File: src/hdl/teadec_pkg.sv
// shared types, constants and functions for the tea block decrypt pipeline
`default_nettype none

package teadec_pkg;

    localparam int unsigned WORD_W        = 32;
    localparam int unsigned DEF_ROUNDS    = 8;
    localparam int unsigned SHIFT_LEFT    = 4;
    localparam int unsigned SHIFT_RIGHT   = 5;
    localparam logic [WORD_W-1:0] TEA_DELTA = 32'h9e37_79b9;

    // configuration register indexes
    localparam int unsigned CFG_ADDR_W = 3;
    localparam logic [CFG_ADDR_W-1:0] CFG_KEY_0 = 3'd0;
    localparam logic [CFG_ADDR_W-1:0] CFG_KEY_1 = 3'd1;
    localparam logic [CFG_ADDR_W-1:0] CFG_KEY_2 = 3'd2;
    localparam logic [CFG_ADDR_W-1:0] CFG_KEY_3 = 3'd3;

    typedef struct packed {
        logic [WORD_W-1:0] low;
        logic [WORD_W-1:0] high;
    } t_word_pair;

    // round sum for a round with the given number of rounds still to go
    function automatic logic [WORD_W-1:0] round_sum(input int unsigned rounds_left);
        logic [63:0] prod;
        prod = 64'(TEA_DELTA) * 64'(rounds_left);
        return prod[WORD_W-1:0];
    endfunction

    // tea mix term of one half-round
    function automatic logic [WORD_W-1:0] mix_term(
        input logic [WORD_W-1:0] v,
        input logic [WORD_W-1:0] sum,
        input logic [WORD_W-1:0] ka,
        input logic [WORD_W-1:0] kb
    );
        logic [WORD_W-1:0] left;
        logic [WORD_W-1:0] right;
        left  = (v << SHIFT_LEFT) + ka;
        right = (v >> SHIFT_RIGHT) + kb;
        return left ^ (v + sum) ^ right;
    endfunction

endpackage

`default_nettype wire

File: src/hdl/teadec_half_round.sv
// one registered tea decryption half-round stage
`default_nettype none

module teadec_half_round #(
    parameter bit                               P_UPDATE_HIGH = 1'b1,
    parameter logic [teadec_pkg::WORD_W-1:0]    P_SUM         = '0
) (
    input  wire                               i_clk,
    input  wire                               i_rst_n,
    input  wire                               i_en,
    input  wire                               i_valid,
    input  teadec_pkg::t_word_pair            i_data,
    input  wire  [teadec_pkg::WORD_W-1:0]     i_key_a,
    input  wire  [teadec_pkg::WORD_W-1:0]     i_key_b,
    output logic                              o_valid,
    output teadec_pkg::t_word_pair            o_data
);

    logic                   r_valid;
    teadec_pkg::t_word_pair r_data;
    teadec_pkg::t_word_pair n_data;

    always_comb begin
        n_data = i_data;
        if (P_UPDATE_HIGH) begin
            n_data.high = i_data.high
                - teadec_pkg::mix_term(i_data.low, P_SUM, i_key_a, i_key_b);
        end else begin
            n_data.low = i_data.low
                - teadec_pkg::mix_term(i_data.high, P_SUM, i_key_a, i_key_b);
        end
    end

    always_ff @(posedge i_clk) begin
        if (!i_rst_n) begin
            r_valid <= 1'b0;
        end else if (i_en) begin
            r_valid <= i_valid;
        end
    end

    always_ff @(posedge i_clk) begin
        if (i_en && i_valid) begin
            r_data <= n_data;
        end
    end

    assign o_valid = r_valid;
    assign o_data  = r_data;

endmodule

`default_nettype wire

File: config.mk
export PLATFORM = sky130hd
export DESIGN_NAME = teadec_half_round
export DESIGN_NICKNAME = d
export VERILOG_FILES = /design/src/hdl/teadec_pkg.sv /design/src/hdl/teadec_half_round.sv
export SDC_FILE = /design/constraint.sdc
export NUM_CORES = 1
export LEC_CHECK = 0
export ABC_AREA = 1
export BUFFER_PORTS_ARGS = -buffer_cell sky130_fd_sc_hd__buf_2
export CAP_MARGIN = 10
export CORE_UTILIZATION = 39
export CTS_BUF_LIST = sky130_fd_sc_hd__clkbuf_8
export DETAILED_ROUTE_END_ITERATION = 10
export GPL_ROUTABILITY_DRIVEN = 0
export PLACE_DENSITY_LB_ADDON = 0.12
export SLEW_MARGIN = 20
export SYNTH_ARGS = -nofsm -noshare
export SYNTH_HDL_FRONTEND = slang
export SYNTH_SLANG_ARGS = --single-unit
File: constraint.sdc
create_clock -name i_clk -period 9.6 [get_ports i_clk]
set_clock_uncertainty 0.15 [all_clocks]
set_input_delay 0.96 -clock i_clk [delete_from_list [all_inputs] [get_ports i_clk]]
set_output_delay 0.96 -clock i_clk [all_outputs]
set_load 0.01 [all_outputs]
==> impl_metrics.toml <==
[run_status]
status = "complete, no violations"

[synth]
ys_types = 43
synth_area_sq_um = 7994
yosysMostFrequentCell = "nand2_1"
yosys.area.top_type = "edfxtp_1"
yosysSeqAreaShare_pct = 24.29
yosys-top-cells-count = "292 x nand2_1, 148 x inv_1, 100 x nor2_1"
yosysWarnings = 0
synth_ff_type = "edfxtp_1"
yosysTopAreaCellShare_pct = 24.04
async_flop_share_pct = 0
ys_ff_latch = 65
synth_nets = 1350
synth_edf_count = 64
synthCells = 1130
synth.avg_cell_area_sq_um = 7.074
yosys-top-cells-area = "edfxtp_1 24%, nand2_1 14%, ha_1 13%, xor2_1 7.6%, inv_1 6.9%"

[critical_path]
criticalPathCategory = "in2reg"
cp.arrival_ns = 4.41
reg2regPathDepth = 2
critPathMaxFanout = 5
critPathLaunchType = "input port"
worst_setup_path_end_kind = "flip-flop"
crit_required_ns = 9.57

[grt]
use_met3_pct = 3.333
grt_pass1_wl_mm = 38.57
met2_usage_pct = 40.63
antenna_found_initial = 0
grt_overflow = 0
grt_use_met1_pct = 30.70
grt_usage_pct = 23.56
grt_pass1_vias = 7800
grt_max_degree = 65
grt-busiest-layer = "met2"

[sta]
relSlewSlack_pct = 42.55
final-hold-violation-count = 0
drv_slew = 0
finalSetupViolCount = 0
rsz0062_at_grt = "false"
fmax_mhz = 225.6
final.setup.tns_ns = 0
tightest_slew_ns = 0.8617
final.min_clock_period_ns = 4.432
setup_ws_ns = 5.168
post-route-period-util_pct = 46.17

[min_path]
hold_depth = 2
min_path_type = "reg2reg"

[clock_network]
clkLatencyLatePin_ns = 0.37
clock_sinks = 65
postCtsHoldBufs = 0
numCtsBuffers = 9
postCtsSetupBuffers = 0
cts_buffer_depth = 2
cts-root-buf = "clkbuf_8"
htreeDepth = 3
cts_resized = 0
cts_tree = "yes"
clkTransAtPathRegs_ns = 0.09

[cells_and_area]
diodes = 0
fin_area_sq_um = 9514
layout-drive-gt1-share_pct = 19.36
fillCellCount = 2156
area_growth_pct = 19.02
post-route-util_pct = 47.17
fin_nets = 1558
final_cells = 1613

[placement]
dpl_worst_slack_ns = 4.759
placed_cell_area_sq_um = 9320
dp_hpwl_mm = 21.30
portBuffers = 196
dp.cells = 1597

[routing]
routed_via_density = 4.983
route.vias.total = 8038
drc = 0
ant_nets = 0
dr.first_iter.drc_count = 418
drtPass1Iterations = 5
detail_route.wl_per_cell_um = 15.38
wl_mm = 24.80

[die]
pin_count = 197
initial_core_util_pct = 39.63
die_x_um = 145.2
rows = 52
die_area_sq_um = 21070
die_h_um = 145.2
core_area_sq_um = 20170

[pwr]
vdd_drop_max_v = 0.00007922
p_leak_nw = 4.770
powerDensity_nw_per_um2 = 174.3

[flow_run]
cap_violations = 0
[critical path: stages]
cell and delay, ns:
buf_2 0.11, ha_1 0.18, inv_1 0.06, fa_1 0.39, inv_1 0.09, nand2_1 0.05
nand2_1 0.07, o21ai_2 0.08, o21ai_2 0.20, nand3_1 0.11, nand2_1 0.09, xor2_1 0.30
inv_1 0.07, nand2_1 0.07, nand2_1 0.08, ha_1 0.36, nand2_1 0.15, nor4_2 0.42
nand3_1 0.17, nand3_1 0.15, a21oi_1 0.11, xnor2_1 0.13
[cells by family (layout without fill, tap and decap cells)]
| group | after synthesis | in the layout | synth area share [%] |
|---|---|---|---|
| simple gates | 512 | 512 | 27.39 |
| compound gates | 197 | 197 | 14.48 |
| buf+inv | 153 | 366 | 7.184 |
| xor+xnor | 115 | 115 | 12.60 |
| fa+ha+maj | 88 | 88 | 14.06 |
| flops | 65 | 65 | 24.29 |
[layout by cell type, fill, tap and decap left out, types with 8 or more instances in the layout]
master | Yosys | routed
nand2_1 | 292 | 292
buf_2 | 0 | 196
inv_1 | 148 | 147
nor2_1 | 100 | 100
a21oi_1 | 94 | 94
ha_1 | 85 | 85
xor2_1 | 69 | 69
edfxtp_1 | 64 | 64
nand3_1 | 50 | 50
xnor2_1 | 46 | 46
o21ai_0 | 38 | 38
nand4_1 | 16 | 16
nand2_2 | 14 | 14
o21bai_1 | 13 | 13
a21o_1 | 12 | 12
nor3_1 | 10 | 10
clkbuf_8 | 0 | 9
o21a_1 | 8 | 8
[area by class of cell]
| type | instances | area [sq um] | share of cell area [%] |
|---|---|---|---|
| multi-input cells | 912 | 5478 | 57.57 |
| flip-flops and latches | 65 | 1942 | 20.41 |
| repair buffers | 197 | 988.4 | 10.39 |
| inverters | 153 | 574.3 | 6.036 |
| well taps | 270 | 337.8 | 3.551 |
| clock buffers | 9 | 123.9 | 1.302 |
| clock inverters | 7 | 70.07 | 0.7365 |
[sequential cells by signal, indices dropped and copies added (netlist names)]
name,cells
o_data,64
o_valid,1
[power breakdown]
part	leakage [nW]	internal (mW)	total [mW]	switching, mW
clock	0.0893	0.119	0.245	0.125
combinational	4.07	0.375	1.00	0.628
sequential	0.608	0.401	0.411	0.00964
[worst paths after layout]
path         startpoint    endpoint  slack, ns
max          i_data[32]  o_data[25]       5.17
max reg2reg     o_valid     o_valid       8.88
min             o_valid     o_valid       0.32
min reg2reg     o_valid     o_valid       0.32
[per-layer routing]
layer	routed length, um	share of wire, %
met1	11430	46
met2	11730	47
met3	1196	4.8
met4	439	1.8
met5	0	0
[metrics by stage]
step	hold slack (ns)	total power, mW
2_1_floorplan	0.3415	1.132
6_report	0.3190	1.659
5_1_grt	0.3647	1.796
4_1_cts	0.3266	1.665
3_3_place_gp	0.3108	1.412
3_5_place_dp	0.3129	1.416
Power figures use the tool's default switching activity.
