<file path="config.mk">
export PLATFORM = sky130hd
export DESIGN_NAME = teadec_key_regs
export DESIGN_NICKNAME = d
export VERILOG_FILES = /design/src/hdl/teadec_pkg.sv /design/src/hdl/teadec_key_regs.sv
export SDC_FILE = /design/constraint.sdc
export NUM_CORES = 1
export LEC_CHECK = 0
export BUFFER_PORTS_ARGS = -buffer_cell sky130_fd_sc_hd__buf_4
export CAP_MARGIN = 20
export CORE_ASPECT_RATIO = 1.5
export CORE_MARGIN = 2
export CORE_UTILIZATION = 25
export CTS_BUF_LIST = sky130_fd_sc_hd__clkbuf_8
export DETAILED_ROUTE_END_ITERATION = 6
export SLEW_MARGIN = 10
export SYNTH_ARGS = -nofsm -noshare
export SYNTH_HDL_FRONTEND = slang
export SYNTH_SLANG_ARGS = --single-unit
export TNS_END_PERCENT = 1
</file>
<file path="constraint.sdc">
create_clock -name i_clk -period 1.2 [get_ports i_clk]
set_input_delay 0.18 -clock i_clk [delete_from_list [all_inputs] [get_ports i_clk]]
set_output_delay 0.18 -clock i_clk [all_outputs]
set_load 0.005 [all_outputs]
</file>
<file path="src/hdl/teadec_pkg.sv">
// shared types, constants and functions for the tea block decrypt pipeline
`default_nettype none

package teadec_pkg;

    localparam int unsigned WORD_W        = 32;
    localparam int unsigned DEF_ROUNDS    = 8;
    localparam int unsigned SHIFT_LEFT    = 4;
    localparam int unsigned SHIFT_RIGHT   = 5;
    localparam logic [WORD_W-1:0] TEA_DELTA = 32'h9e37_79b9;

    // configuration register indexes
    localparam int unsigned CFG_ADDR_W = 3;
    localparam logic [CFG_ADDR_W-1:0] CFG_KEY_0 = 3'd0;
    localparam logic [CFG_ADDR_W-1:0] CFG_KEY_1 = 3'd1;
    localparam logic [CFG_ADDR_W-1:0] CFG_KEY_2 = 3'd2;
    localparam logic [CFG_ADDR_W-1:0] CFG_KEY_3 = 3'd3;

    typedef struct packed {
        logic [WORD_W-1:0] low;
        logic [WORD_W-1:0] high;
    } t_word_pair;

    // round sum for a round with the given number of rounds still to go
    function automatic logic [WORD_W-1:0] round_sum(input int unsigned rounds_left);
        logic [63:0] prod;
        prod = 64'(TEA_DELTA) * 64'(rounds_left);
        return prod[WORD_W-1:0];
    endfunction

    // tea mix term of one half-round
    function automatic logic [WORD_W-1:0] mix_term(
        input logic [WORD_W-1:0] v,
        input logic [WORD_W-1:0] sum,
        input logic [WORD_W-1:0] ka,
        input logic [WORD_W-1:0] kb
    );
        logic [WORD_W-1:0] left;
        logic [WORD_W-1:0] right;
        left  = (v << SHIFT_LEFT) + ka;
        right = (v >> SHIFT_RIGHT) + kb;
        return left ^ (v + sum) ^ right;
    endfunction

endpackage

`default_nettype wire

</file>
<file path="src/hdl/teadec_key_regs.sv">
// key word configuration registers
`default_nettype none

module teadec_key_regs (
    input  wire                                 i_clk,
    input  wire                                 i_rst_n,
    input  wire                                 i_cfg_we,
    input  wire  [teadec_pkg::CFG_ADDR_W-1:0]   i_cfg_addr,
    input  wire  [teadec_pkg::WORD_W-1:0]       i_cfg_data,
    output logic [teadec_pkg::WORD_W-1:0]       o_key_0,
    output logic [teadec_pkg::WORD_W-1:0]       o_key_1,
    output logic [teadec_pkg::WORD_W-1:0]       o_key_2,
    output logic [teadec_pkg::WORD_W-1:0]       o_key_3
);

    logic [teadec_pkg::WORD_W-1:0] r_key_0;
    logic [teadec_pkg::WORD_W-1:0] r_key_1;
    logic [teadec_pkg::WORD_W-1:0] r_key_2;
    logic [teadec_pkg::WORD_W-1:0] r_key_3;

    always_ff @(posedge i_clk) begin
        if (!i_rst_n) begin
            r_key_0 <= '0;
            r_key_1 <= '0;
            r_key_2 <= '0;
            r_key_3 <= '0;
        end else if (i_cfg_we) begin
            unique case (i_cfg_addr)
                teadec_pkg::CFG_KEY_0: r_key_0 <= i_cfg_data;
                teadec_pkg::CFG_KEY_1: r_key_1 <= i_cfg_data;
                teadec_pkg::CFG_KEY_2: r_key_2 <= i_cfg_data;
                teadec_pkg::CFG_KEY_3: r_key_3 <= i_cfg_data;
                default: ; // unknown index, write dropped
            endcase
        end
    end

    assign o_key_0 = r_key_0;
    assign o_key_1 = r_key_1;
    assign o_key_2 = r_key_2;
    assign o_key_3 = r_key_3;

    key0_write_lands : assert property (@(posedge i_clk) disable iff (!i_rst_n)
        (i_cfg_we && i_cfg_addr == teadec_pkg::CFG_KEY_0)
            |=> (r_key_0 == $past(i_cfg_data)))
        else $error("key word 0 write not taken");

endmodule

`default_nettype wire

</file>
==> parameters.txt, run 1 <==
Parameter                              Value

Logic synthesis
  Register area share after synthesis ... 54.66%
  Yosys synthesis warning count ... 0
  Share of the synthesized area in the top cell type ... 54.66%
  Most area-hungry cell type in the Yosys netlist ... sky130_fd_sc_hd__dfxtp_1
  Count of mapped cells out of synthesis ... 452
  Mean area per synthesized cell ... 10.37 um2
  Post-synth net total ... 490
  Flop and latch count out of synthesis ... 128
  Leading cell types by total area after synthesis ... sky130_fd_sc_hd__dfxtp_1, sky130_fd_sc_hd__mux2i_1, sky130_fd_sc_hd__nand2_1, sky130_fd_sc_hd__buf_4, sky130_fd_sc_hd__buf_2
  Number of library cell types mapped by synthesis ... 11
  Post-synth design cell area ... 4688 um2

STA
  Max Freq ... 886.2 MHz
  Number of hold-slack violations in the final timing report ... 0
  Final clock skew ... 0 ns
  Part of the cycle the worst path needs ... 94.04%
  Worst Max-Slew Pin Slew ... 0.2779 ns
  Worst slew margin relative to its limit ... 81.48%
  Final critical delay including setup and external delays ... 1.128 ns
  PnR worst setup slack ... 0.07156 ns
  Count of endpoints failing setup in the final report ... 0
  Count of pins over their slew limit ... 0
  Unrepaired setup endpoints after global routing ... false
  Sum of negative setup slack ... 0 ns

Final layout
  Count of filler cells inserted in the layout ... 1943
  Most common cell after layout, fill and taps aside ... sky130_fd_sc_hd__buf_4
  Leading cell types in the layout, fill and taps excluded ... sky130_fd_sc_hd__buf_4, sky130_fd_sc_hd__nand2_1, sky130_fd_sc_hd__mux2i_1, sky130_fd_sc_hd__dfxtp_1, sky130_fd_sc_hd__clkbuf_8
  Antenna diode count ... 0
  Non-Filler Cell Area, Final ... 6688 um2
  Layout overhead on the synthesized area ... 42.65%
  Area of the multi-input gates ... 1969 um2
  Post-layout instance count excluding filler cells ... 882
  Number of nets at the end of the flow ... 655
  Layout cells sized above 1 ... 33.49%
  Footprint of the flip-flops and latches ... 2562 um2

Worst setup path
  Data required, critical path ... 1.02 ns
  Family of cells with the greatest summed delay on the critical path ... flip-flops
  Type of element capturing the critical path ... output pin
  Register-to-register path setup slack ... 0.58 ns
  Cell chain of the critical path ... buf_4
  Critical path startpoint category ... flop
  FF-to-FF path depth ... 2
  Critical path class ... flop to output pin
  Highest cell delay on the worst timing path ... 0.37 ns
  Cell type of the slowest stage on the worst timing path ... sky130_fd_sc_hd__dfxtp_1
  Crit path arrival time ... 0.95 ns
  Worst r2r dst ... o_key_0[16]$_SDFFE_PN0P_
  Buffering stage count on the worst path with inverters included ... 1
  Launch instance of the worst register-to-register path ... o_key_0[16]$_SDFFE_PN0P_
  Top fanout value on the critical path ... 2

Power and ir drop
  Leakage ... 0.003393 uW
  Sequential share of power ... 48.8%
  Combinational fraction of design power ... 7.5%
  Switching fraction of total power ... 23.59%
  Internal power ... 6869 uW
  Pwr dens ... 1344 nW/um2
  Switching Power ... 2120 uW
  VDD IR max ... 0.6137 mV
  Clock power frac ... 43.7%

Detailed routing
  WL met2 ... 6.828 mm
  Met1 wire length ... 5.023 mm
  Average routed wire per standard cell ... 14.54 um
  Topmost layer with routed signal wires ... met4
  Routed via count divided by cell count ... 4.111
  First-pass detailed-route iteration total ... 4
  Wire length on met3 ... 757 um
  Routed Wire Length ... 12.82 mm
  Drt initial violations ... 135
  Remaining antenna violation count ... 0
  Via count ... 3626
  DRC violation count after routing ... 0

Floorplanning
  Standard-cell row count ... 61
  Initial Utilization ... 25.38%
  Width of the chip ... 115.8 um
  Vertical die dimension ... 171.7 um
  I/O pin count ... 166
  Area inside the core boundary ... 18470 um2
  Full die area ... 19890 um2

GRT
  Number of antenna violations at the first check in global routing ... 0
  Vias in the first global route ... 3617
  Global-route wire length before repair ... 19.18 mm
  Remaining global-route overflow ... 0
  Total track usage ... 12.84%
  Maximum number of pins on one net before global-route repair ... 64

Clocking
  Number of buffers created by CTS ... 17
  Root cell of the clock tree ... sky130_fd_sc_hd__clkbuf_8
  Clock Latency Late Sink ... 0.44 ns
  Number of setup buffers added after CTS ... 0
  Post-CTS Resized ... 0
  Htree depth ... 4
  Clock transition at the register clock pins on the worst setup and hold paths after CTS ... 0.07 ns
  Sink Count ... 128
  CTS tree ... built
  Maximum root-to-sink buffer count ... 2
  CTS hold repair buffers ... 0

Job
  Maximum Capacitance Violations ... 0

Placement
  # port buffers ... 165
  Count of placed standard cells including taps ... 850
  Worst-case setup slack after placement ... -0.05293 ns
  Area post-placement ... 6271 um2
  Post-detail-place hpwl ... 8.861 mm
  Final GP Congestion ... 0.7070

Hold path
  Hold Crit Class ... input pin to flop
  Number of cells on the worst hold path ... 3
  Startpoint of the tightest hold check path ... i_cfg_data[14]
  Endpoint of the worst hold-timing path ... o_key_1[14]$_SDFFE_PN0P_

Status
  Outcome ... completed
## flip-flops by register name (all words and copies together), names as in the netlist
register  count
o_key_0      32
o_key_1      32
o_key_2      32
o_key_3      32
## how the worst max path moves through the flow
stage	slack [ns]	depth (start not counted)	from	end
final	0.07	1	o_key_0[16]$_SDFFE_PN0P_	o_key_0[16]
after floorplan	0.13	3	i_cfg_addr[1]	o_key_0[0]$_SDFFE_PN0P_
after detailed placement	-0.05	4	i_cfg_addr[1]	o_key_0[31]$_SDFFE_PN0P_
after global routing	0.03	1	o_key_0[16]$_SDFFE_PN0P_	o_key_0[16]
after global placement	-0.002	4	i_cfg_addr[1]	o_key_0[11]$_SDFFE_PN0P_
after CTS	0.03	1	o_key_0[15]$_SDFFE_PN0P_	o_key_0[15]
## per-layer routing
metal,vias to the layer above,track usage (%)
met1,1684,13.67
met3,17,4.123
met2,107,22.63
met5,-,0
met4,0,6.211
li1,1818,-
## cell families after synthesis
family,Yosys count,synth area share [%]
simple gates,164,13.98
flops,128,54.66
buf+inv,32,4.030
mux,128,27.33
## cell usage after synthesis (all sizes together)
cell type and instances:
mux2i 128, nand2 160, clkbuf 6, nand4bb 2, nand4b 1, buf 26, dfxtp 128, nor4b 1
## layout make-up
cell class | instances | area share [%]
Timing Repair Buffer | 178 | 21.29
Clock inverter | 12 | 2.114
Tap cell | 252 | 4.715
Sequential cell | 128 | 38.32
Multi-Input combinational cell | 292 | 29.45
Clock buffer | 20 | 4.116
## metrics by stage
stage	total power [uW]	hold WS, ns	util [%]
finish	8990	0.05657	36.21
detailed placement	5177	0.4481	33.95
floorplan	4790	0.3835	-
global placement	5174	0.4429	33.95
CTS	9146	0.01611	36.21
global route	9338	0.05893	36.21
## power by group through the flow
| stage | clock network [uW] | logic [uW] | registers (uW) |
|---|---|---|---|
| 5_1_grt | 4210 | 732 | 4400 |
| 2_1_floorplan | 0 | 300 | 4490 |
| 6_report | 3930 | 671 | 4390 |
| 3_5_place_dp | 0 | 687 | 4490 |
| 4_1_cts | 4070 | 688 | 4390 |
| 3_3_place_gp | 0 | 685 | 4490 |
Power figures use the tool's default switching activity.
==> run 2: changes to the inputs <==
- CTS_BUF_LIST: sky130_fd_sc_hd__clkbuf_8 -> not set
==> parameters.txt, run 2 (synthesis results as in run 1) <==
Parameter                              Value

Hold path
  Endpoint of the worst hold-timing path ... o_key_3[14]$_SDFFE_PN0P_
  Startpoint of the tightest hold check path ... i_cfg_data[14]
  Hold Crit Class ... input pin to flop
  Number of cells on the worst hold path ... 3 (unchanged)

Final layout
  Post-layout instance count excluding filler cells ... 882 (unchanged)
  Leading cell types in the layout, fill and taps excluded ... sky130_fd_sc_hd__buf_4, sky130_fd_sc_hd__nand2_1, sky130_fd_sc_hd__mux2i_1, sky130_fd_sc_hd__dfxtp_1, sky130_fd_sc_hd__clkbuf_16
  Antenna diode count ... 0 (unchanged)
  Layout cells sized above 1 ... 33.49% (unchanged)
  Layout overhead on the synthesized area ... 46.73%
  Most common cell after layout, fill and taps aside ... sky130_fd_sc_hd__buf_4
  Number of nets at the end of the flow ... 655 (unchanged)

Floorplanning
  Standard-cell row count ... 61 (unchanged)
  Vertical die dimension ... 171.7 um (unchanged)
  I/O pin count ... 166 (unchanged)
  Full die area ... 19890 um2 (unchanged)
  Initial Utilization ... 25.38% (unchanged)
  Width of the chip ... 115.8 um (unchanged)
  Area inside the core boundary ... 18470 um2 (unchanged)

Worst setup path
  Data required, critical path ... 1.02 ns (about the same)
  Buffering stage count on the worst path with inverters included ... 1 (unchanged)
  Crit path arrival time ... 0.90 ns (-0.05 ns)
  Critical path startpoint category ... flop
  Worst r2r dst ... o_key_0[15]$_SDFFE_PN0P_
  Type of element capturing the critical path ... output pin
  FF-to-FF path depth ... 2 (unchanged)
  Critical path class ... flop to output pin
  Cell type of the slowest stage on the worst timing path ... sky130_fd_sc_hd__dfxtp_1
  Highest cell delay on the worst timing path ... 0.37 ns (about the same)
  Top fanout value on the critical path ... 2 (unchanged)
  Family of cells with the greatest summed delay on the critical path ... flip-flops
  Cell chain of the critical path ... buf_4
  Launch instance of the worst register-to-register path ... o_key_0[15]$_SDFFE_PN0P_
  Register-to-register path setup slack ... 0.58 ns (about the same)

Power and ir drop
  VDD IR max ... 0.7337 mV (+20%)
  Switching fraction of total power ... 21.81% (-1.8 points)
  Internal power ... 8104 uW (+18%)
  Clock power frac ... 51.1% (+7.4 points)
  Combinational fraction of design power ... 6.5% (-1.0 points)
  Sequential share of power ... 42.4% (-6.4 points)
  Leakage ... 0.003472 uW (+2.3%)
  Switching Power ... 2261 uW (+6.6%)
  Pwr dens ... 1507 nW/um2 (+12%)

Clocking
  Root cell of the clock tree ... sky130_fd_sc_hd__clkbuf_16
  Maximum root-to-sink buffer count ... 2 (unchanged)
  Clock transition at the register clock pins on the worst setup and hold paths after CTS ... 0.05 ns (-0.02 ns)
  Clock Latency Late Sink ... 0.41 ns (-0.03 ns)
  CTS tree ... built
  Number of buffers created by CTS ... 17 (unchanged)
  CTS hold repair buffers ... 0 (unchanged)
  Htree depth ... 4 (unchanged)
  Sink Count ... 128 (unchanged)
  Post-CTS Resized ... 0 (unchanged)
  Number of setup buffers added after CTS ... 0 (unchanged)

GRT
  Vias in the first global route ... 3618 (+0.028%)
  Number of antenna violations at the first check in global routing ... 0 (unchanged)
  Maximum number of pins on one net before global-route repair ... 64 (unchanged)
  Remaining global-route overflow ... 0 (unchanged)
  Total track usage ... 12.73% (-0.10 points)
  Global-route wire length before repair ... 19.22 mm (+0.21%)

Detailed routing
  Average routed wire per standard cell ... 14.45 um (-0.58%)
  Remaining antenna violation count ... 0 (unchanged)
  DRC violation count after routing ... 0 (unchanged)
  Via count ... 3617 (-0.25%)
  Routed via count divided by cell count ... 4.101 (-0.25%)
  First-pass detailed-route iteration total ... 4 (unchanged)
  Routed Wire Length ... 12.75 mm (-0.58%)
  Drt initial violations ... 146 (+8.1%)

STA
  Max Freq ... 922.1 MHz (+4.1%)
  Worst slew margin relative to its limit ... 81.35% (-0.12 points)
  Hold Slack ... 0.09316 ns (+0.03659 ns)
  Count of endpoints failing setup in the final report ... 0 (unchanged)
  Final clock skew ... 0 ns (unchanged)
  Final critical delay including setup and external delays ... 1.084 ns (-0.04398 ns)
  Count of pins over their slew limit ... 0 (unchanged)
  Worst Max-Slew Pin Slew ... 0.2797 ns (+0.001823 ns)
  Part of the cycle the worst path needs ... 90.37% (-3.7 points)
  PnR worst setup slack ... 0.1155 ns (+0.04398 ns)
  Unrepaired setup endpoints after global routing ... false
  Number of hold-slack violations in the final timing report ... 0 (unchanged)

Placement
  Post-detail-place hpwl ... 8.861 mm (unchanged)
  Count of placed standard cells including taps ... 850 (unchanged)
  Worst-case setup slack after placement ... -0.05293 ns (unchanged)
  Final GP Congestion ... 0.7070 (unchanged)
  # port buffers ... 165 (unchanged)

Status
  Outcome ... completed

Job
  Maximum Capacitance Violations ... 0 (unchanged)
-- run 2: cell count changes in the layout (fill, tap and decap cells not counted) --
| cell | before | now |
|---|---|---|
| sky130_fd_sc_hd__clkbuf_8 | 20 | 3 |
| sky130_fd_sc_hd__clkbuf_16 | 0 | 17 |
| sky130_fd_sc_hd__clkbuf_1 | 0 | 2 |
| sky130_fd_sc_hd__inv_1 | 2 | 0 |
-- run 2: metrics by stage --
step           area (um2)  setup TNS (ns)  util, %  total power, uW
2_1_floorplan        4688               0        -             4790
3_3_place_gp         6271        -0.01189    33.95             5174
3_5_place_dp         6271          -1.151    33.95             5177
4_1_cts              6879               0    37.24            10520
5_1_grt              6879               0    37.24            10730
6_report             6879               0    37.24            10370
-- run 2: routing by layer --
layer  routed length, um  up-vias  track usage, %
met4                 168        0           4.658
met5                   0        -               0
li1                    -     1822               -
met3                 775       16           4.440
met2                6819      108           22.71
met1                4985     1671           13.76
-- run 2: power groups by stage --
stage	combinational, uW	clock (uW)	sequential (uW)
final	671	5300	4400
after global routing	732	5600	4410
after CTS	688	5430	4400
after detailed placement	687	0	4490
after global placement	685	0	4490
after floorplan	300	0	4490
-- run 2: area by class of cell --
class	count	area (um2)
clock inverter	10	133.9
clock buffer	22	474.2
timing repair buffer	178	1424
sequential	128	2562
tap	252	315.3
fill	1915	11590
multi-input combinational	292	1969
-- run 2: worst max-delay path by stage --
stage | slack [ns] | startpoint | endpoint | depth (start not counted)
final | 0.12 | o_key_0[16]$_SDFFE_PN0P_ | o_key_0[16] | 1
after detailed placement | -0.05 | i_cfg_addr[1] | o_key_0[31]$_SDFFE_PN0P_ | 4
after floorplan | 0.13 | i_cfg_addr[1] | o_key_0[0]$_SDFFE_PN0P_ | 3
after global routing | 0.09 | o_key_0[16]$_SDFFE_PN0P_ | o_key_0[16] | 1
after CTS | 0.09 | o_key_0[15]$_SDFFE_PN0P_ | o_key_0[15] | 1
after global placement | -0.002 | i_cfg_addr[1] | o_key_0[11]$_SDFFE_PN0P_ | 4
